==> config.mk <==
export PLATFORM = sky130hd
export DESIGN_NAME = ptc_front
export DESIGN_NICKNAME = d
export VERILOG_FILES = /design/src/rtl/core/ptc_pkg.sv /design/src/rtl/core/ptc_front.sv
export SDC_FILE = /design/constraint.sdc
export NUM_CORES = 2
export LEC_CHECK = 0
export BUFFER_PORTS_ARGS = -buffer_cell sky130_fd_sc_hd__buf_2
export CAP_MARGIN = 10
export CORE_MARGIN = 1
export CORE_UTILIZATION = 39
export DETAILED_ROUTE_END_ITERATION = 16
export HOLD_SLACK_MARGIN = 0.1
export PLACE_DENSITY = 0.69
export SLEW_MARGIN = 20
export SYNTH_ARGS = -nofsm -noshare
export SYNTH_HDL_FRONTEND = slang
export SYNTH_SLANG_ARGS = --single-unit
export TNS_END_PERCENT = 1
==> constraint.sdc <==
create_clock -name clock -period 9 [get_ports clock]
set_input_delay 1.8 -clock clock [delete_from_list [all_inputs] [get_ports clock]]
set_output_delay 1.8 -clock clock [all_outputs]
set_load 0.01 [all_outputs]
==> src/rtl/core/ptc_pkg.sv <==
// shared types and constants for the pressure/temperature compensation pipeline
package ptc_pkg;

   // calibration register indexes on the csr port
   typedef enum logic [2:0] {
      REG_SENS_BASE     = 3'd0,
      REG_OFFSET_BASE   = 3'd1,
      REG_SENS_TEMPCO   = 3'd2,
      REG_OFFSET_TEMPCO = 3'd3,
      REG_REF_TEMP      = 3'd4,
      REG_TEMP_COEF     = 3'd5
   } reg_index_type;

   // calibration words
   typedef struct packed {
      logic [15:0] sens_base;
      logic [15:0] offset_base;
      logic [15:0] sens_tempco;
      logic [15:0] offset_tempco;
      logic [15:0] ref_temp;
      logic [15:0] temp_coef;
   } cal_type;

   // item after the tempco products
   typedef struct packed {
      logic        [23:0] pressure_raw;
      logic signed [41:0] prod_temp;
      logic signed [41:0] prod_off;
      logic signed [41:0] prod_sens;
   } prod_type;

   // item after scaling and limiting
   typedef struct packed {
      logic        [23:0] pressure_raw;
      logic signed [17:0] temp_centideg;
      logic signed [35:0] off;
      logic signed [34:0] sens;
   } scale_type;

   // temperature difference limits
   localparam logic signed [24:0] DT_MIN = -25'sd16776960;
   localparam logic signed [24:0] DT_MAX = 25'sd16777215;

   // temperature base and output limits
   localparam logic signed [19:0] TEMP_BASE    = 20'sd2000;
   localparam logic signed [19:0] TEMP_OUT_MIN = -20'sd131072;
   localparam logic signed [19:0] TEMP_OUT_MAX = 20'sd131071;

   // offset and sensitivity limits
   localparam logic signed [36:0] OFF_MIN  = -37'sd17179344900;
   localparam logic signed [36:0] OFF_MAX  = 37'sd25769410560;
   localparam logic signed [35:0] SENS_MIN = -36'sd8589672450;
   localparam logic signed [35:0] SENS_MAX = 36'sd12884705280;

   // pressure output limits
   localparam logic signed [26:0] PRESS_OUT_MIN = -27'sd16777216;
   localparam logic signed [26:0] PRESS_OUT_MAX = 27'sd16777215;

endpackage

==> src/rtl/core/ptc_front.sv <==
// temperature difference stage and the three tempco multiplier stage
module ptc_front (
   input  logic                clock,
   input  logic                reset,
   input  ptc_pkg::cal_type    cal,
   input  logic                in_valid,
   output logic                in_ready,
   input  logic [23:0]         pressure_raw,
   input  logic [23:0]         temperature_raw,
   output logic                out_valid,
   input  logic                out_ready,
   output ptc_pkg::prod_type   out_item
);

   logic                s1_valid_ff;
   logic [23:0]         s1_press_ff;
   logic signed [24:0]  s1_dt_ff;
   logic signed [24:0]  dt_raw;
   logic signed [24:0]  dt_in;
   logic                s1_ready;

   logic                s2_valid_ff;
   ptc_pkg::prod_type   s2_item_ff;
   ptc_pkg::prod_type   s2_item_in;
   logic                s2_ready;

   assign s2_ready = !s2_valid_ff || out_ready;
   assign s1_ready = !s1_valid_ff || s2_ready;
   assign in_ready = s1_ready;

   // difference from the reference, reference is word times 256
   always_comb begin
      dt_raw = $signed({1'b0, temperature_raw}) - $signed({1'b0, cal.ref_temp, 8'b0});
      if (dt_raw < ptc_pkg::DT_MIN) begin
         dt_in = ptc_pkg::DT_MIN;
      end else if (dt_raw > ptc_pkg::DT_MAX) begin
         dt_in = ptc_pkg::DT_MAX;
      end else begin
         dt_in = dt_raw;
      end
   end

   // stage 1 register
   always_ff @(posedge clock) begin
      if (reset) begin
         s1_valid_ff <= 1'b0;
      end else if (s1_ready) begin
         s1_valid_ff <= in_valid;
      end
      if (s1_ready && in_valid) begin
         s1_press_ff <= pressure_raw;
         s1_dt_ff    <= dt_in;
      end
   end

   // tempco products
   always_comb begin
      s2_item_in.pressure_raw = s1_press_ff;
      s2_item_in.prod_temp    = s1_dt_ff * $signed({1'b0, cal.temp_coef});
      s2_item_in.prod_off     = s1_dt_ff * $signed({1'b0, cal.offset_tempco});
      s2_item_in.prod_sens    = s1_dt_ff * $signed({1'b0, cal.sens_tempco});
   end

   // stage 2 register
   always_ff @(posedge clock) begin
      if (reset) begin
         s2_valid_ff <= 1'b0;
      end else if (s2_ready) begin
         s2_valid_ff <= s1_valid_ff;
      end
      if (s2_ready && s1_valid_ff) begin
         s2_item_ff <= s2_item_in;
      end
   end

   assign out_valid = s2_valid_ff;
   assign out_item  = s2_item_ff;

endmodule

==> qor.txt <==
clock buffer depth: 3
first-pass iteration count of the detailed router: 5
initial core utilization: 39.4%
Post-route DRC: 0
Detailed Route WL: 124000 microns
register bit total from synthesis: 201
GR Overflow Total: 0
Setup-failing EPs final: 0
Top Ports: 300
final antenna-violating net count: 0
Post-Syn Area per Cell: 9.33 sq um
CP startpoint kind: input port
Max-slew headroom: 24.0%
Finished Core Util: 42.7%
cell row count: 132
CTS resizes: 0
CTS tree: built
Post-Synthesis Cells: 5483
drt via density: 4.95
hold_buf cts: 0
Num CTS Buffers: 29
Placer Congestion: 0.916
classification of the worst setup path: in -> reg
sequential area share after synthesis: 11.8%
clock latency at the later pin of the worst-skew pair: 630 ps
first-pass GRT wire length: 206000 microns
core area: 130000 sq um
critical path arrival: 8680 ps
Post-synth ARST share: 0%
initial antenna violation count: 24
multi-input logic area: 38700 sq um
EDFF count, synth: 199
chip height: 364 microns
most numerous cell in the Yosys netlist: inv_1
post-DR wirelength/cell: 16.8 microns
Final Critical Period: 8310 ps
PortBufs: 267
leading area contributor after synthesis: fa_1
outcome: finished, final reports clean
largest net degree at the start of global routing: 59
area grow syn2layout: 8.25%
Synth Net Count: 7130
Reg clk slew, reported paths: 60 ps
RSZ-0062 raised after global routing: false
post-DP HPWL: 100000 microns
Final #Nets: 7255
post-synthesis cell type count: 71
post-CTS setup buffer count: 0
CP endpoint kind: flop
final worst slack: 689 ps
H-tree depth: 1
Tot GR Track Use: 19.6%
fin crit share: 92.3%
DP Cell Count: 7318
Worst EP required: 9370 ps
vias in the first global route: 39700
Max-Cap Viols: 0
final setup TNS: 0 ps
initial drt markers: 2116
Top FF cell, synth: edfxtp_1
Place WS: 66.1 ps
clock root cell: clkbuf_16
Yosys top cell area share: 45.9%
fmax: 120 MHz
synthesized area: 51200 sq um
Final Instance Count excl. Fillers: 7379
DIE AREA: 133000 sq um
Synth area leaders: fa_1 46%, edfxtp_1 12%, inv_1 11%
clk sinks: 201
layout cells sized above 1: 7.41%
Final Skew: 20.5 ps
Filler Cell Count: 12800
Post-synth top cells: 1478 x inv_1, 1174 x fa_1, 790 x nand2_1, 492 x and2_1, 325 x ha_1
routed vias: 36500
die extent in x: 364 microns
fin. max-slew vios: 0
final hold violations: 0
worst-path fanout max: 25
register area: 6020 sq um
Syn. warnings: 0
Slew @ Worst Pin: 1140 ps
worst hold path class: reg -> reg
[critical path, stage by stage]
cell and delay, ps:
buf_2 440, nand2_1 150, fa_1 530, fa_1 510, fa_1 510, inv_1 50
fa_1 510, fa_1 490, inv_1 50, fa_1 470, inv_1 40, ha_1 380
nand2_1 80, nor3_1 460, nand4_1 300, a211oi_1 840, o41ai_1 310, a21oi_1 430
a21oi_1 160, xnor2_1 160
[area by class of cell]
type	instances	share of cell area [%]
multi-input combinational	3558	69.8
sequential	201	10.9
inverter	1478	10.0
tap	1742	3.94
timing repair buffer	340	3.59
clock buffer	35	1.35
clock inverter	19	0.371
antenna	6	0.0271
[cell families after synthesis]
kind of cell	Yosys count	share of synthesized area, %
fa+ha+maj	1499	53.9
buf+inv	1724	12.7
simple gates	1541	14.6
compound gates	404	5.17
flops	201	11.8
mux	2	0.0416
xor+xnor	112	1.92
[metrics by stage]
| step | instance area [sq um] | hold WS, ps |
|---|---|---|
| after floorplan | 51200 | 400 |
| after global placement | 54400 | 400 |
| after detailed placement | 54400 | 405 |
| after CTS | 55300 | 420 |
| after global routing | 55400 | 429 |
| final | 55400 | 417 |
[placed cells by master, fill, tap and decap left out, drive strengths merged, types with 5 or more instances in the layout]
cell type	count
nor2b	13
a21boi	15
a21o	42
clkbuf	35
ha	325
nor3b	5
a211oi	18
o21ai	67
diode	6
a21oi	123
nor2	75
and3	19
nand2	790
o21a	31
inv	1483
o311ai	6
nand4	9
o21bai	13
nand3	30
or4	6
and2	492
clkinv	8
edfxtp	199
xnor2	88
o211ai	19
o31ai	7
or2	12
or3	9
nor4	9
xor2	24
nor3	37
buf	340
a31oi	14
fa	1174
a211o	6
nand2b	24
[worst paths after layout]
check	start	slack, ps	end	cells past startpoint
hold reg to reg	s1_press_ff[8]	420	out_item[134]	0
hold / removal	s1_press_ff[8]	420	out_item[134]	0
setup reg to reg	s1_dt_ff[16]	900	out_item[40]	22
setup / recovery	cal[51]	690	out_item[40]	20
[sequential cells by signal, indices dropped and copies added (netlist names)]
register / flops
out_item: 150
out_valid: 1
s1_dt_ff: 25
s1_press_ff: 24
s1_valid_ff: 1
[layer usage]
metal	part of all wire [%]	GRT usage (%)	vias up
li1	-	-	16300
met5	0.10	0	-
met1	42	26.4	18800
met2	48	32.8	1173
met3	7.0	2.78	201
met4	2.8	5.66	18
Power is left out: the tool's default activity adds up to more than one toggle a clock period on the data nets, which glitch-free logic cannot reach.
