### src/rtl/core/ptc_pkg.sv
// shared types and constants for the pressure/temperature compensation pipeline
package ptc_pkg;

   // calibration register indexes on the csr port
   typedef enum logic [2:0] {
      REG_SENS_BASE     = 3'd0,
      REG_OFFSET_BASE   = 3'd1,
      REG_SENS_TEMPCO   = 3'd2,
      REG_OFFSET_TEMPCO = 3'd3,
      REG_REF_TEMP      = 3'd4,
      REG_TEMP_COEF     = 3'd5
   } reg_index_type;

   // calibration words
   typedef struct packed {
      logic [15:0] sens_base;
      logic [15:0] offset_base;
      logic [15:0] sens_tempco;
      logic [15:0] offset_tempco;
      logic [15:0] ref_temp;
      logic [15:0] temp_coef;
   } cal_type;

   // item after the tempco products
   typedef struct packed {
      logic        [23:0] pressure_raw;
      logic signed [41:0] prod_temp;
      logic signed [41:0] prod_off;
      logic signed [41:0] prod_sens;
   } prod_type;

   // item after scaling and limiting
   typedef struct packed {
      logic        [23:0] pressure_raw;
      logic signed [17:0] temp_centideg;
      logic signed [35:0] off;
      logic signed [34:0] sens;
   } scale_type;

   // temperature difference limits
   localparam logic signed [24:0] DT_MIN = -25'sd16776960;
   localparam logic signed [24:0] DT_MAX = 25'sd16777215;

   // temperature base and output limits
   localparam logic signed [19:0] TEMP_BASE    = 20'sd2000;
   localparam logic signed [19:0] TEMP_OUT_MIN = -20'sd131072;
   localparam logic signed [19:0] TEMP_OUT_MAX = 20'sd131071;

   // offset and sensitivity limits
   localparam logic signed [36:0] OFF_MIN  = -37'sd17179344900;
   localparam logic signed [36:0] OFF_MAX  = 37'sd25769410560;
   localparam logic signed [35:0] SENS_MIN = -36'sd8589672450;
   localparam logic signed [35:0] SENS_MAX = 36'sd12884705280;

   // pressure output limits
   localparam logic signed [26:0] PRESS_OUT_MIN = -27'sd16777216;
   localparam logic signed [26:0] PRESS_OUT_MAX = 27'sd16777215;

endpackage

### src/rtl/core/ptc_scale.sv
// temperature, offset and sensitivity scaling with limits
module ptc_scale (
   input  logic                clock,
   input  logic                reset,
   input  ptc_pkg::cal_type    cal,
   input  logic                in_valid,
   output logic                in_ready,
   input  ptc_pkg::prod_type   in_item,
   output logic                out_valid,
   input  logic                out_ready,
   output ptc_pkg::scale_type  out_item
);

   logic                s3_valid_ff;
   ptc_pkg::scale_type  s3_item_ff;
   ptc_pkg::scale_type  s3_item_in;
   logic signed [19:0]  temp_sum;
   logic signed [36:0]  off_sum;
   logic signed [35:0]  sens_sum;

   assign in_ready = !s3_valid_ff || out_ready;

   always_comb begin
      // temperature: base plus floor of product over 2^23
      temp_sum = $signed({in_item.prod_temp[41], in_item.prod_temp[41:23]}) + ptc_pkg::TEMP_BASE;
      // offset: base times 2^16 plus floor of product over 2^7
      off_sum  = $signed({5'b0, cal.offset_base, 16'b0})
               + $signed({{2{in_item.prod_off[41]}}, in_item.prod_off[41:7]});
      // sensitivity: base times 2^15 plus floor of product over 2^8
      sens_sum = $signed({5'b0, cal.sens_base, 15'b0})
               + $signed({{2{in_item.prod_sens[41]}}, in_item.prod_sens[41:8]});

      s3_item_in.pressure_raw = in_item.pressure_raw;

      if (temp_sum < ptc_pkg::TEMP_OUT_MIN) begin
         s3_item_in.temp_centideg = ptc_pkg::TEMP_OUT_MIN[17:0];
      end else if (temp_sum > ptc_pkg::TEMP_OUT_MAX) begin
         s3_item_in.temp_centideg = ptc_pkg::TEMP_OUT_MAX[17:0];
      end else begin
         s3_item_in.temp_centideg = temp_sum[17:0];
      end

      if (off_sum < ptc_pkg::OFF_MIN) begin
         s3_item_in.off = ptc_pkg::OFF_MIN[35:0];
      end else if (off_sum > ptc_pkg::OFF_MAX) begin
         s3_item_in.off = ptc_pkg::OFF_MAX[35:0];
      end else begin
         s3_item_in.off = off_sum[35:0];
      end

      if (sens_sum < ptc_pkg::SENS_MIN) begin
         s3_item_in.sens = ptc_pkg::SENS_MIN[34:0];
      end else if (sens_sum > ptc_pkg::SENS_MAX) begin
         s3_item_in.sens = ptc_pkg::SENS_MAX[34:0];
      end else begin
         s3_item_in.sens = sens_sum[34:0];
      end
   end

   // stage 3 register
   always_ff @(posedge clock) begin
      if (reset) begin
         s3_valid_ff <= 1'b0;
      end else if (in_ready) begin
         s3_valid_ff <= in_valid;
      end
      if (in_ready && in_valid) begin
         s3_item_ff <= s3_item_in;
      end
   end

   assign out_valid = s3_valid_ff;
   assign out_item  = s3_item_ff;

endmodule

### config.mk
export PLATFORM = sky130hd
export DESIGN_NAME = ptc_scale
export DESIGN_NICKNAME = d
export VERILOG_FILES = /design/src/rtl/core/ptc_pkg.sv /design/src/rtl/core/ptc_scale.sv
export SDC_FILE = /design/constraint.sdc
export NUM_CORES = 1
export LEC_CHECK = 0
export BUFFER_PORTS_ARGS = -buffer_cell sky130_fd_sc_hd__buf_4
export CAP_MARGIN = 20
export CORE_AREA = 2 2 141 143
export CTS_CLUSTER_SIZE = 28
export DETAILED_ROUTE_END_ITERATION = 6
export DIE_AREA = 0 0 143 145
export PLACE_DENSITY = 0.72
export SLEW_MARGIN = 20
export SYNTH_ARGS = -nofsm -noshare
export SYNTH_HDL_FRONTEND = slang
export SYNTH_SLANG_ARGS = --single-unit
### constraint.sdc
create_clock -name clock -period 5 [get_ports clock]
set_input_delay 0.25 -clock clock [delete_from_list [all_inputs] [get_ports clock]]
set_output_delay 0.25 -clock clock [all_outputs]
set_load 0.03 [all_outputs]
==> metrics <==
status finished, final reports clean; highest fanout seen on the critical path 14; number of synthesized flops with an enable pin 113; post-CTS setup-driven buffer insertion count 0; via count of the first global-routing pass 5692; element type at the critical path end register; Routed Wire Length 19600 um; pin slew with the least headroom to its limit 1.02 ns; RSZ-0062 raised after global routing false; kind of critical path input pin to register; count of port buffers added during placement 262; post-route antenna net violation count 0; Final #Nets 1194; Post-Synthesis Cell Area 6880 um2; overall routing resource usage 18.5%; maximum level of the CTS H-tree 4; count of TritonRoute iterations in the first routing pass 6; met3 layer wire length in the routed design 1450 um; y dimension of the die 145 um; Worst Hold Path Cells 1; clk sinks 114; Synth async-reset ratio 0%; Die X 143 um; number of cells traversed by the worst register-to-register path 3; filler cell count in the final layout 1741; TritonCTS clock tree yes; DRC Markers 0; area fraction of the dominant cell type after synthesis 49.3%; Yosys warning count 0; number of inserted diodes 0; post-detailed-route via-to-cell ratio 5.18; DRC marker count from the first detailed-route iteration 384; clock slew seen by the registers of the worst setup and hold paths 0.06 ns; routability cong. 0.932; average footprint of a synthesized cell 10.7 um2; max-cap violation count 0; number of buffers created by CTS 17; worst endpoint required time 5.13 ns; post-synth top area cell edfxtp_1; first-pass GRT wire length 30100 um; ranking of synthesized cells by area edfxtp_1 (49%), ha_1 (6.2%), a21oi_1 (4.0%), nand2_1 (3.4%), o211ai_1 (2.4%); clk buf depth 2; average wire length per cell after detail routing 16.5 um; count of different cell masters after synthesis 75; top sig layer met4; die area 20700 um2; largest net degree at the start of global routing 71; io pins 365; placeable core area 19200 um2; number of endpoints with negative hold slack in the final report 0; Slew headroom 31.8%; Final Critical Period 3.41 ns; final-layout worst hold slack 0.0178 ns; worst voltage drop across the vdd grid 0.194 mV; gate count after technology mapping 642; post-route cell area 9720 um2; initial cell density of the core 35.8%; pwr/cell area 334 nW/um2; Fmax achieved 0.293 GHz; post-DP HPWL 15400 um; source-to-sink clock delay at the later pin of the worst-skew pair 0.41 ns; post-placement cell area 9080 um2; clock root buffer clkbuf_16; worst path setup slack after routing 1.59 ns; antenna violations before repair 0; portion of the post-synthesis area used by sequential elements 49.6%; class of the tightest hold or removal check input pin to register; share of post-route cells with drive strength above 1 34.3%; Fin Setup TNS 0 ns; Syn Nets 928; row count 51; Clock Skews 0.0110 ns; placement-stage worst setup slack 1.17 ns; number of synthesized register bits 114; max-slew violations 0; leakage power of the design 0.00410 uW; setup violators final 0; data arrival time at the worst-slack endpoint 3.54 ns; total gr overflow 0; total via count after detailed routing 6147; area added between synthesis and finish 41.3%; final cycle utilization of the critical path 68.2%; metal1 wirelength 8870 um; kind of launch point of the worst setup path input pin; length of routed met2 wiring 9000 um; Most used DFF post-synth edfxtp_1
sequential cells by signal, summed over array words and instances, names as in the netlist:
signal / cells
out_valid: 1
out_item: 113
logic make-up after synthesis:
logic type	count (synthesis)	share of synthesized area [%]
muxes	7	1.07
DFF	114	49.6
adders and majority gates	36	6.76
AOI/OAI and AO/OA	193	19.3
buffers and inverters	56	3.55
xor gates and xnor gates	32	4.07
and+or+nand+nor	204	15.7
repair_timing:
item | 4_1_cts | 5_1_grt
gates resized for setup | 0 | 0
hold buffers | 1 | 6
setup endpoints to repair | 0 | 0
hold endpoints to repair | 1 | 6
placed cells by master, fill, tap and decap left out, types with 16 or more instances in the layout:
cell type,Yosys,routed
a21oi_1,55,55
buf_4,1,267
clkbuf_16,0,17
edfxtp_1,113,113
ha_1,34,34
inv_1,29,29
nand2_1,63,63
nand4_1,21,21
nor2_1,24,24
o211ai_1,22,22
o21ai_0,26,26
xnor2_1,16,16
xor2_1,16,16
synthesized netlist by cell type (4+ instances only):
cell / n
edfxtp_1: 113
nand2_1: 63
a21oi_1: 55
ha_1: 34
inv_1: 29
o21ai_0: 26
nor2_1: 24
o211ai_1: 22
nand4_1: 21
xnor2_1: 16
xor2_1: 16
a22oi_1: 15
nand3_1: 15
a21o_1: 12
and2_1: 12
and3_1: 12
buf_2: 12
clkbuf_1: 12
nor4_1: 12
nor2b_1: 10
o21ai_1: 9
nor3_1: 8
nand2b_1: 5
a31oi_1: 4
mux2i_1: 4
o22ai_1: 4
power breakdown:
group,total [uW],leakage [uW],internal (uW),switching [uW]
Sequential,1190,0.00110,1170,25.1
Clock,1150,0.000277,702,453
Combinational,897,0.00272,352,545
Total,3250,0.00410,2220,1020
routing by layer:
metal  vias to the layer above  track usage, %
met3                        20            4.06
met2                       247            28.5
met5                         -               0
li1                       3016               -
met4                         0            5.50
met1                      2864            26.1
layout make-up:
type	instances	area [um2]	share of cell area (%)
multi-input combinational	472	3230	33.2
inverter	29	109	1.12
tap	265	332	3.41
clock inverter	14	130	1.34
timing repair buffer	274	2070	21.3
sequential	114	3410	35.1
clock buffer	18	439	4.52
path summary, 6_finish.rpt:
check	start	end	slack, ns
worst min register to register	out_valid	out_valid	0.55
worst max-delay path	cal[80]	out_item[6]	1.59
worst max register to register	out_valid	out_item[7]	2.77
worst min-delay path	in_item[136]	out_item[99]	0.02
worst max-delay path, stage by stage:
cell	delay (ns)
buf_4	0.11
ha_1	0.23
fa_1	0.42
a21o_1	0.22
a221oi_4	0.38
o22ai_1	0.16
mux2i_1	0.16
xnor2_1	0.35
nor4_2	0.12
a41oi_1	0.69
buf_4	0.32
o211ai_1	0.13
per-stage QoR:
step,instances,util [%],total power [uW]
after CTS,1180,50.3,3260
after detailed placement,1147,47.3,2110
final,1186,50.6,3250
after global placement,1147,47.3,2090
after floorplan,642,-,1770
after global routing,1186,50.6,3390
No activity file was read; power rests on OpenSTA's default activity.
