[config.mk]
export PLATFORM = sky130hd
export DESIGN_NAME = ptc_press
export DESIGN_NICKNAME = d
export VERILOG_FILES = /design/src/rtl/core/ptc_pkg.sv /design/src/rtl/core/ptc_press.sv
export SDC_FILE = /design/constraint.sdc
export NUM_CORES = 2
export LEC_CHECK = 0
export BUFFER_PORTS_ARGS = -buffer_cell sky130_fd_sc_hd__buf_2
export CORE_MARGIN = 3
export CORE_UTILIZATION = 50
export DETAILED_ROUTE_END_ITERATION = 7
export PLACE_DENSITY = 0.67
export SLEW_MARGIN = 5
export SYNTH_ARGS = -nofsm -noshare
export SYNTH_HDL_FRONTEND = slang
export SYNTH_SLANG_ARGS = --single-unit
[constraint.sdc]
create_clock -name clock -period 12.48 [get_ports clock]
set_input_delay 3.744 -clock clock [delete_from_list [all_inputs] [get_ports clock]]
set_output_delay 3.744 -clock clock [all_outputs]
set_load 0.01 [all_outputs]
[src/rtl/core/ptc_pkg.sv]
// shared types and constants for the pressure/temperature compensation pipeline
package ptc_pkg;

   // calibration register indexes on the csr port
   typedef enum logic [2:0] {
      REG_SENS_BASE     = 3'd0,
      REG_OFFSET_BASE   = 3'd1,
      REG_SENS_TEMPCO   = 3'd2,
      REG_OFFSET_TEMPCO = 3'd3,
      REG_REF_TEMP      = 3'd4,
      REG_TEMP_COEF     = 3'd5
   } reg_index_type;

   // calibration words
   typedef struct packed {
      logic [15:0] sens_base;
      logic [15:0] offset_base;
      logic [15:0] sens_tempco;
      logic [15:0] offset_tempco;
      logic [15:0] ref_temp;
      logic [15:0] temp_coef;
   } cal_type;

   // item after the tempco products
   typedef struct packed {
      logic        [23:0] pressure_raw;
      logic signed [41:0] prod_temp;
      logic signed [41:0] prod_off;
      logic signed [41:0] prod_sens;
   } prod_type;

   // item after scaling and limiting
   typedef struct packed {
      logic        [23:0] pressure_raw;
      logic signed [17:0] temp_centideg;
      logic signed [35:0] off;
      logic signed [34:0] sens;
   } scale_type;

   // temperature difference limits
   localparam logic signed [24:0] DT_MIN = -25'sd16776960;
   localparam logic signed [24:0] DT_MAX = 25'sd16777215;

   // temperature base and output limits
   localparam logic signed [19:0] TEMP_BASE    = 20'sd2000;
   localparam logic signed [19:0] TEMP_OUT_MIN = -20'sd131072;
   localparam logic signed [19:0] TEMP_OUT_MAX = 20'sd131071;

   // offset and sensitivity limits
   localparam logic signed [36:0] OFF_MIN  = -37'sd17179344900;
   localparam logic signed [36:0] OFF_MAX  = 37'sd25769410560;
   localparam logic signed [35:0] SENS_MIN = -36'sd8589672450;
   localparam logic signed [35:0] SENS_MAX = 36'sd12884705280;

   // pressure output limits
   localparam logic signed [26:0] PRESS_OUT_MIN = -27'sd16777216;
   localparam logic signed [26:0] PRESS_OUT_MAX = 27'sd16777215;

endpackage

[src/rtl/core/ptc_press.sv]
// pressure product in two halves, recombine, remove offset and limit
module ptc_press (
   input  logic                clock,
   input  logic                reset,
   input  logic                in_valid,
   output logic                in_ready,
   input  ptc_pkg::scale_type  in_item,
   output logic                out_valid,
   input  logic                out_ready,
   output logic signed [17:0]  temp_centideg,
   output logic signed [24:0]  pressure_comp
);

   // stage 4: partial products
   logic                s4_valid_ff;
   logic [40:0]         s4_lo_ff;
   logic signed [42:0]  s4_hi_ff;
   logic signed [35:0]  s4_off_ff;
   logic signed [17:0]  s4_temp_ff;
   logic                s4_ready;

   // stage 5: full product over 2^21
   logic                s5_valid_ff;
   logic signed [38:0]  s5_sh_ff;
   logic signed [35:0]  s5_off_ff;
   logic signed [17:0]  s5_temp_ff;
   logic signed [59:0]  full_prod;
   logic                s5_ready;

   // stage 6: result register
   logic                s6_valid_ff;
   logic signed [24:0]  s6_press_ff;
   logic signed [24:0]  s6_press_in;
   logic signed [17:0]  s6_temp_ff;
   logic signed [39:0]  diff;
   logic signed [26:0]  p_full;
   logic                s6_ready;

   assign s6_ready = !s6_valid_ff || out_ready;
   assign s5_ready = !s5_valid_ff || s6_ready;
   assign s4_ready = !s4_valid_ff || s5_ready;
   assign in_ready = s4_ready;

   // low half unsigned, high half signed
   always_ff @(posedge clock) begin
      if (reset) begin
         s4_valid_ff <= 1'b0;
      end else if (s4_ready) begin
         s4_valid_ff <= in_valid;
      end
      if (s4_ready && in_valid) begin
         s4_lo_ff   <= in_item.pressure_raw * in_item.sens[16:0];
         s4_hi_ff   <= $signed({1'b0, in_item.pressure_raw}) * $signed(in_item.sens[34:17]);
         s4_off_ff  <= in_item.off;
         s4_temp_ff <= in_item.temp_centideg;
      end
   end

   // recombine halves
   assign full_prod = $signed({s4_hi_ff[42], s4_hi_ff, 16'b0} << 1)
                    + $signed({19'b0, s4_lo_ff});

   always_ff @(posedge clock) begin
      if (reset) begin
         s5_valid_ff <= 1'b0;
      end else if (s5_ready) begin
         s5_valid_ff <= s4_valid_ff;
      end
      if (s5_ready && s4_valid_ff) begin
         s5_sh_ff   <= full_prod[59:21];
         s5_off_ff  <= s4_off_ff;
         s5_temp_ff <= s4_temp_ff;
      end
   end

   // subtract offset, floor over 2^13, limit to the output field
   always_comb begin
      diff   = $signed({s5_sh_ff[38], s5_sh_ff})
             - $signed({{4{s5_off_ff[35]}}, s5_off_ff});
      p_full = diff[39:13];
      if (p_full < ptc_pkg::PRESS_OUT_MIN) begin
         s6_press_in = ptc_pkg::PRESS_OUT_MIN[24:0];
      end else if (p_full > ptc_pkg::PRESS_OUT_MAX) begin
         s6_press_in = ptc_pkg::PRESS_OUT_MAX[24:0];
      end else begin
         s6_press_in = p_full[24:0];
      end
   end

   always_ff @(posedge clock) begin
      if (reset) begin
         s6_valid_ff <= 1'b0;
      end else if (s6_ready) begin
         s6_valid_ff <= s5_valid_ff;
      end
      if (s6_ready && s5_valid_ff) begin
         s6_press_ff <= s6_press_in;
         s6_temp_ff  <= s5_temp_ff;
      end
   end

   assign out_valid     = s6_valid_ff;
   assign temp_centideg = s6_temp_ff;
   assign pressure_comp = s6_press_ff;

endmodule
==> flow_metrics.py <==
metrics = {
    "logic_synthesis": {
        "syn-cell-area_sq_mm": 0.03774,
        "synth_fa_ha_area_frac": 0.4659,
        "synth_xor_area_frac": 0.02738,
        "yosysTopAreaCellShare": 0.3602,
        "synth_cell_type_count": 76,
        "synth_warnings": 0,
        "synth_most_common_cell": "inv_1",
        "synth_edf_count": 257,
        "synth_area_per_cell_sq_um": 9.922,
        "ys.flop_type": "edfxtp_1",
        "synth_top_family_by_area": "adder cells",
        "yosys.area_share.simple": 0.1377,
        "synth_mux_area_frac": 0.0002652,
        "seq_area_frac_synth": 0.2061,
        "synthArstFlopShare": 0,
        "synth_seq_cells": 260,
        "synth_common_cells": "inv_1, fa_1, nand2_1, and2_1, ha_1",
        "yosysTopAreaCell": "fa_1",
        "syn_inst": 3804,
        "syn_nets": 4919,
        "synth_compound_area_frac": 0.05788,
        "synth_area_leaders": "fa_1, edfxtp_1, ha_1",
    },
    "detailed_routing": {
        "drt-initial-drc-count": 1488,
        "num_vias": 25360,
        "ant_nets": 0,
        "vias_per_cell": 5.240,
        "wl_um": 88610,
        "drt_pass1_iterations": 5,
        "wire_per_inst_um": 18.31,
        "drc": 0,
    },
    "global_route": {
        "overflow": 0,
        "grt_usage": 0.2341,
        "antenna_found_initial": 13,
        "grt_start_max_net_pins": 122,
        "grt_pass1_wl_um": 144800,
        "grt_pass1_vias": 26850,
    },
    "setup_path": {
        "cp_max_fo": 17,
        "cp.required_ns": 12.78,
        "crit_type": "input pin to register",
        "start_kind": "input pin",
        "crit_path_end_kind": "register",
        "cp.arrival_ns": 10.51,
    },
    "clock_tree": {
        "cts_made_buffers": 24,
        "cts_buffer_depth": 3,
        "tritoncts": "done",
        "numClockSinks": 260,
        "clk_pin_slew_ns": 0.07,
        "cts.htree.levels": 1,
        "cts_resized": 0,
        "insertion_delay_ns": 0.54,
        "postCtsSetupRepairBufs": 0,
        "holdBufCountCts": 0,
        "cts_root_buf": "clkbuf_16",
    },
    "sta": {
        "final_max_slew_viol_count": 0,
        "relSlewSlack": 0.3129,
        "fin_crit_ns": 10.21,
        "setup_ws_ns": 2.271,
        "setup_tns_ns": 0,
        "worst_pin_slew_ns": 1.031,
        "finalSetupViolCount": 0,
        "fin_crit_sh": 0.8181,
        "hold_violations": 0,
        "clock.fmax_mhz": 97.95,
        "fin_worst_skew_ns": 0.02917,
        "rsz0062_at_grt": "no",
    },
    "outcome": {
        "status": "complete, no violations",
    },
    "floorplan": {
        "die_x_um": 280.7,
        "core_sq_mm": 0.07457,
        "die_h_um": 280.7,
        "initial_core_util": 0.5061,
        "pin_count": 162,
        "dieArea_sq_mm": 0.07882,
        "rows": 100,
    },
    "finish": {
        "fill_cells": 6681,
        "nets": 4963,
        "area_growth_pct": 6.382,
        "multi_input_area_sq_mm": 0.02605,
        "drive_gt1_frac": 0.06727,
        "utilization": 0.5384,
        "seqCellArea_sq_mm": 0.007777,
    },
    "placement": {
        "finalWeightedCongestion": 0.9081,
        "pre_cts_ws_ns": 1.864,
        "io_buffers": 161,
        "dp_hpwl_um": 69950,
    },
    "run": {
        "drv_cap": 0,
    },
    "worst_hold_path": {
        "hold_class": "register to register",
    },
}
==> final timing paths <==
path                   from                 to  slack (ns)  depth (start not counted)
max reg2reg     s5_sh_ff[8]  pressure_comp[10]        8.90                         10
min          s5_temp_ff[13]  temp_centideg[13]        0.41                          0
max             in_item[34]       s4_hi_ff[42]        2.27                         21
min reg2reg  s5_temp_ff[13]  temp_centideg[13]        0.41                          0
==> layer usage <==
layer	vias up	global-route usage	wire length, um
li1	11650	-	-
met3	120	0.06014	7903
met2	815	0.3792	40930
met5	-	0	115
met1	12760	0.3189	37870
met4	16	0.05318	1795
==> sequential cells by signal (all words and copies together) (netlist names) <==
signal and cells:
s4_off_ff 36, s4_valid_ff 1, s4_hi_ff 43, s5_valid_ff 1, s4_lo_ff 24, s5_off_ff 36, temp_centideg 18, s5_temp_ff 18
out_valid 1, s5_sh_ff 39, pressure_comp 25, s4_temp_ff 18
==> worst max-delay path, cell delays in order <==
cell	delay (ns)
buf_2	0.20
clkinv_1	0.64
nor2_1	0.34
fa_1	0.47
fa_1	0.47
fa_1	0.53
fa_1	0.44
fa_1	0.49
inv_1	0.05
fa_1	0.47
inv_1	0.04
ha_1	0.36
a21oi_1	0.18
a21boi_0	0.11
a311oi_1	0.41
o21ai_0	0.22
o31ai_2	0.41
o21ai_1	0.23
a221oi_2	0.40
o21ai_0	0.15
xnor2_1	0.14
==> final cells by class <==
cell class | instances | area share
Antenna cell | 5 | 0.0003116
Clock buffer | 25 | 0.01505
Clock inverter | 18 | 0.005578
Inverter | 886 | 0.08283
Multi-Input combinational cell | 2498 | 0.6488
Sequential cell | 260 | 0.1937
Tap cell | 969 | 0.03020
Timing Repair Buffer | 178 | 0.02356
==> cells by family (layout without fill, tap and decap cells) <==
kind of cell | Yosys count | after routing
other | 0 | 5
adder cells (fa/ha/maj) | 998 | 998
AND/OR/NAND/NOR | 1074 | 1074
buffers and inverters | 1046 | 1107
flip-flops | 260 | 260
AO/OA/AOI/OAI | 307 | 307
multiplexers | 1 | 1
XOR/XNOR | 118 | 118
==> stage by stage <==
step           hold slack [ns]  instances  cell area, sq um
2_1_floorplan           0.4003       3804             37740
5_1_grt                 0.4195       4835             40140
3_5_place_dp            0.4045       4791             39310
4_1_cts                 0.4141       4834             40140
3_3_place_gp            0.4005       4791             39310
6_report                0.4117       4839             40150
==> placed cells by master, fill, tap and decap left out, drive strengths merged, types with 5 or more instances in the layout <==
cell type,Yosys,routed
and4,7,7
diode,0,5
nand3,27,27
inv,885,887
nor3,17,17
a21boi,7,7
a211oi,34,34
o211ai,11,11
buf,9,178
a21o,51,51
nor2,66,66
ha,319,319
and2,325,325
o21bai,12,12
o21ai,39,39
xnor2,83,83
a2111oi,5,5
a31oi,7,7
o21a,15,15
edfxtp,257,257
fa,679,679
a21oi,86,86
nor2b,19,19
xor2,35,35
o31ai,5,5
and3,17,17
clkbuf,151,25
clkinv,1,11
nand2b,28,28
nand4,12,12
nand2,540,540
Power is not shown: default switching activity piles up to over one toggle a cycle in this logic, so the estimate is an artifact.
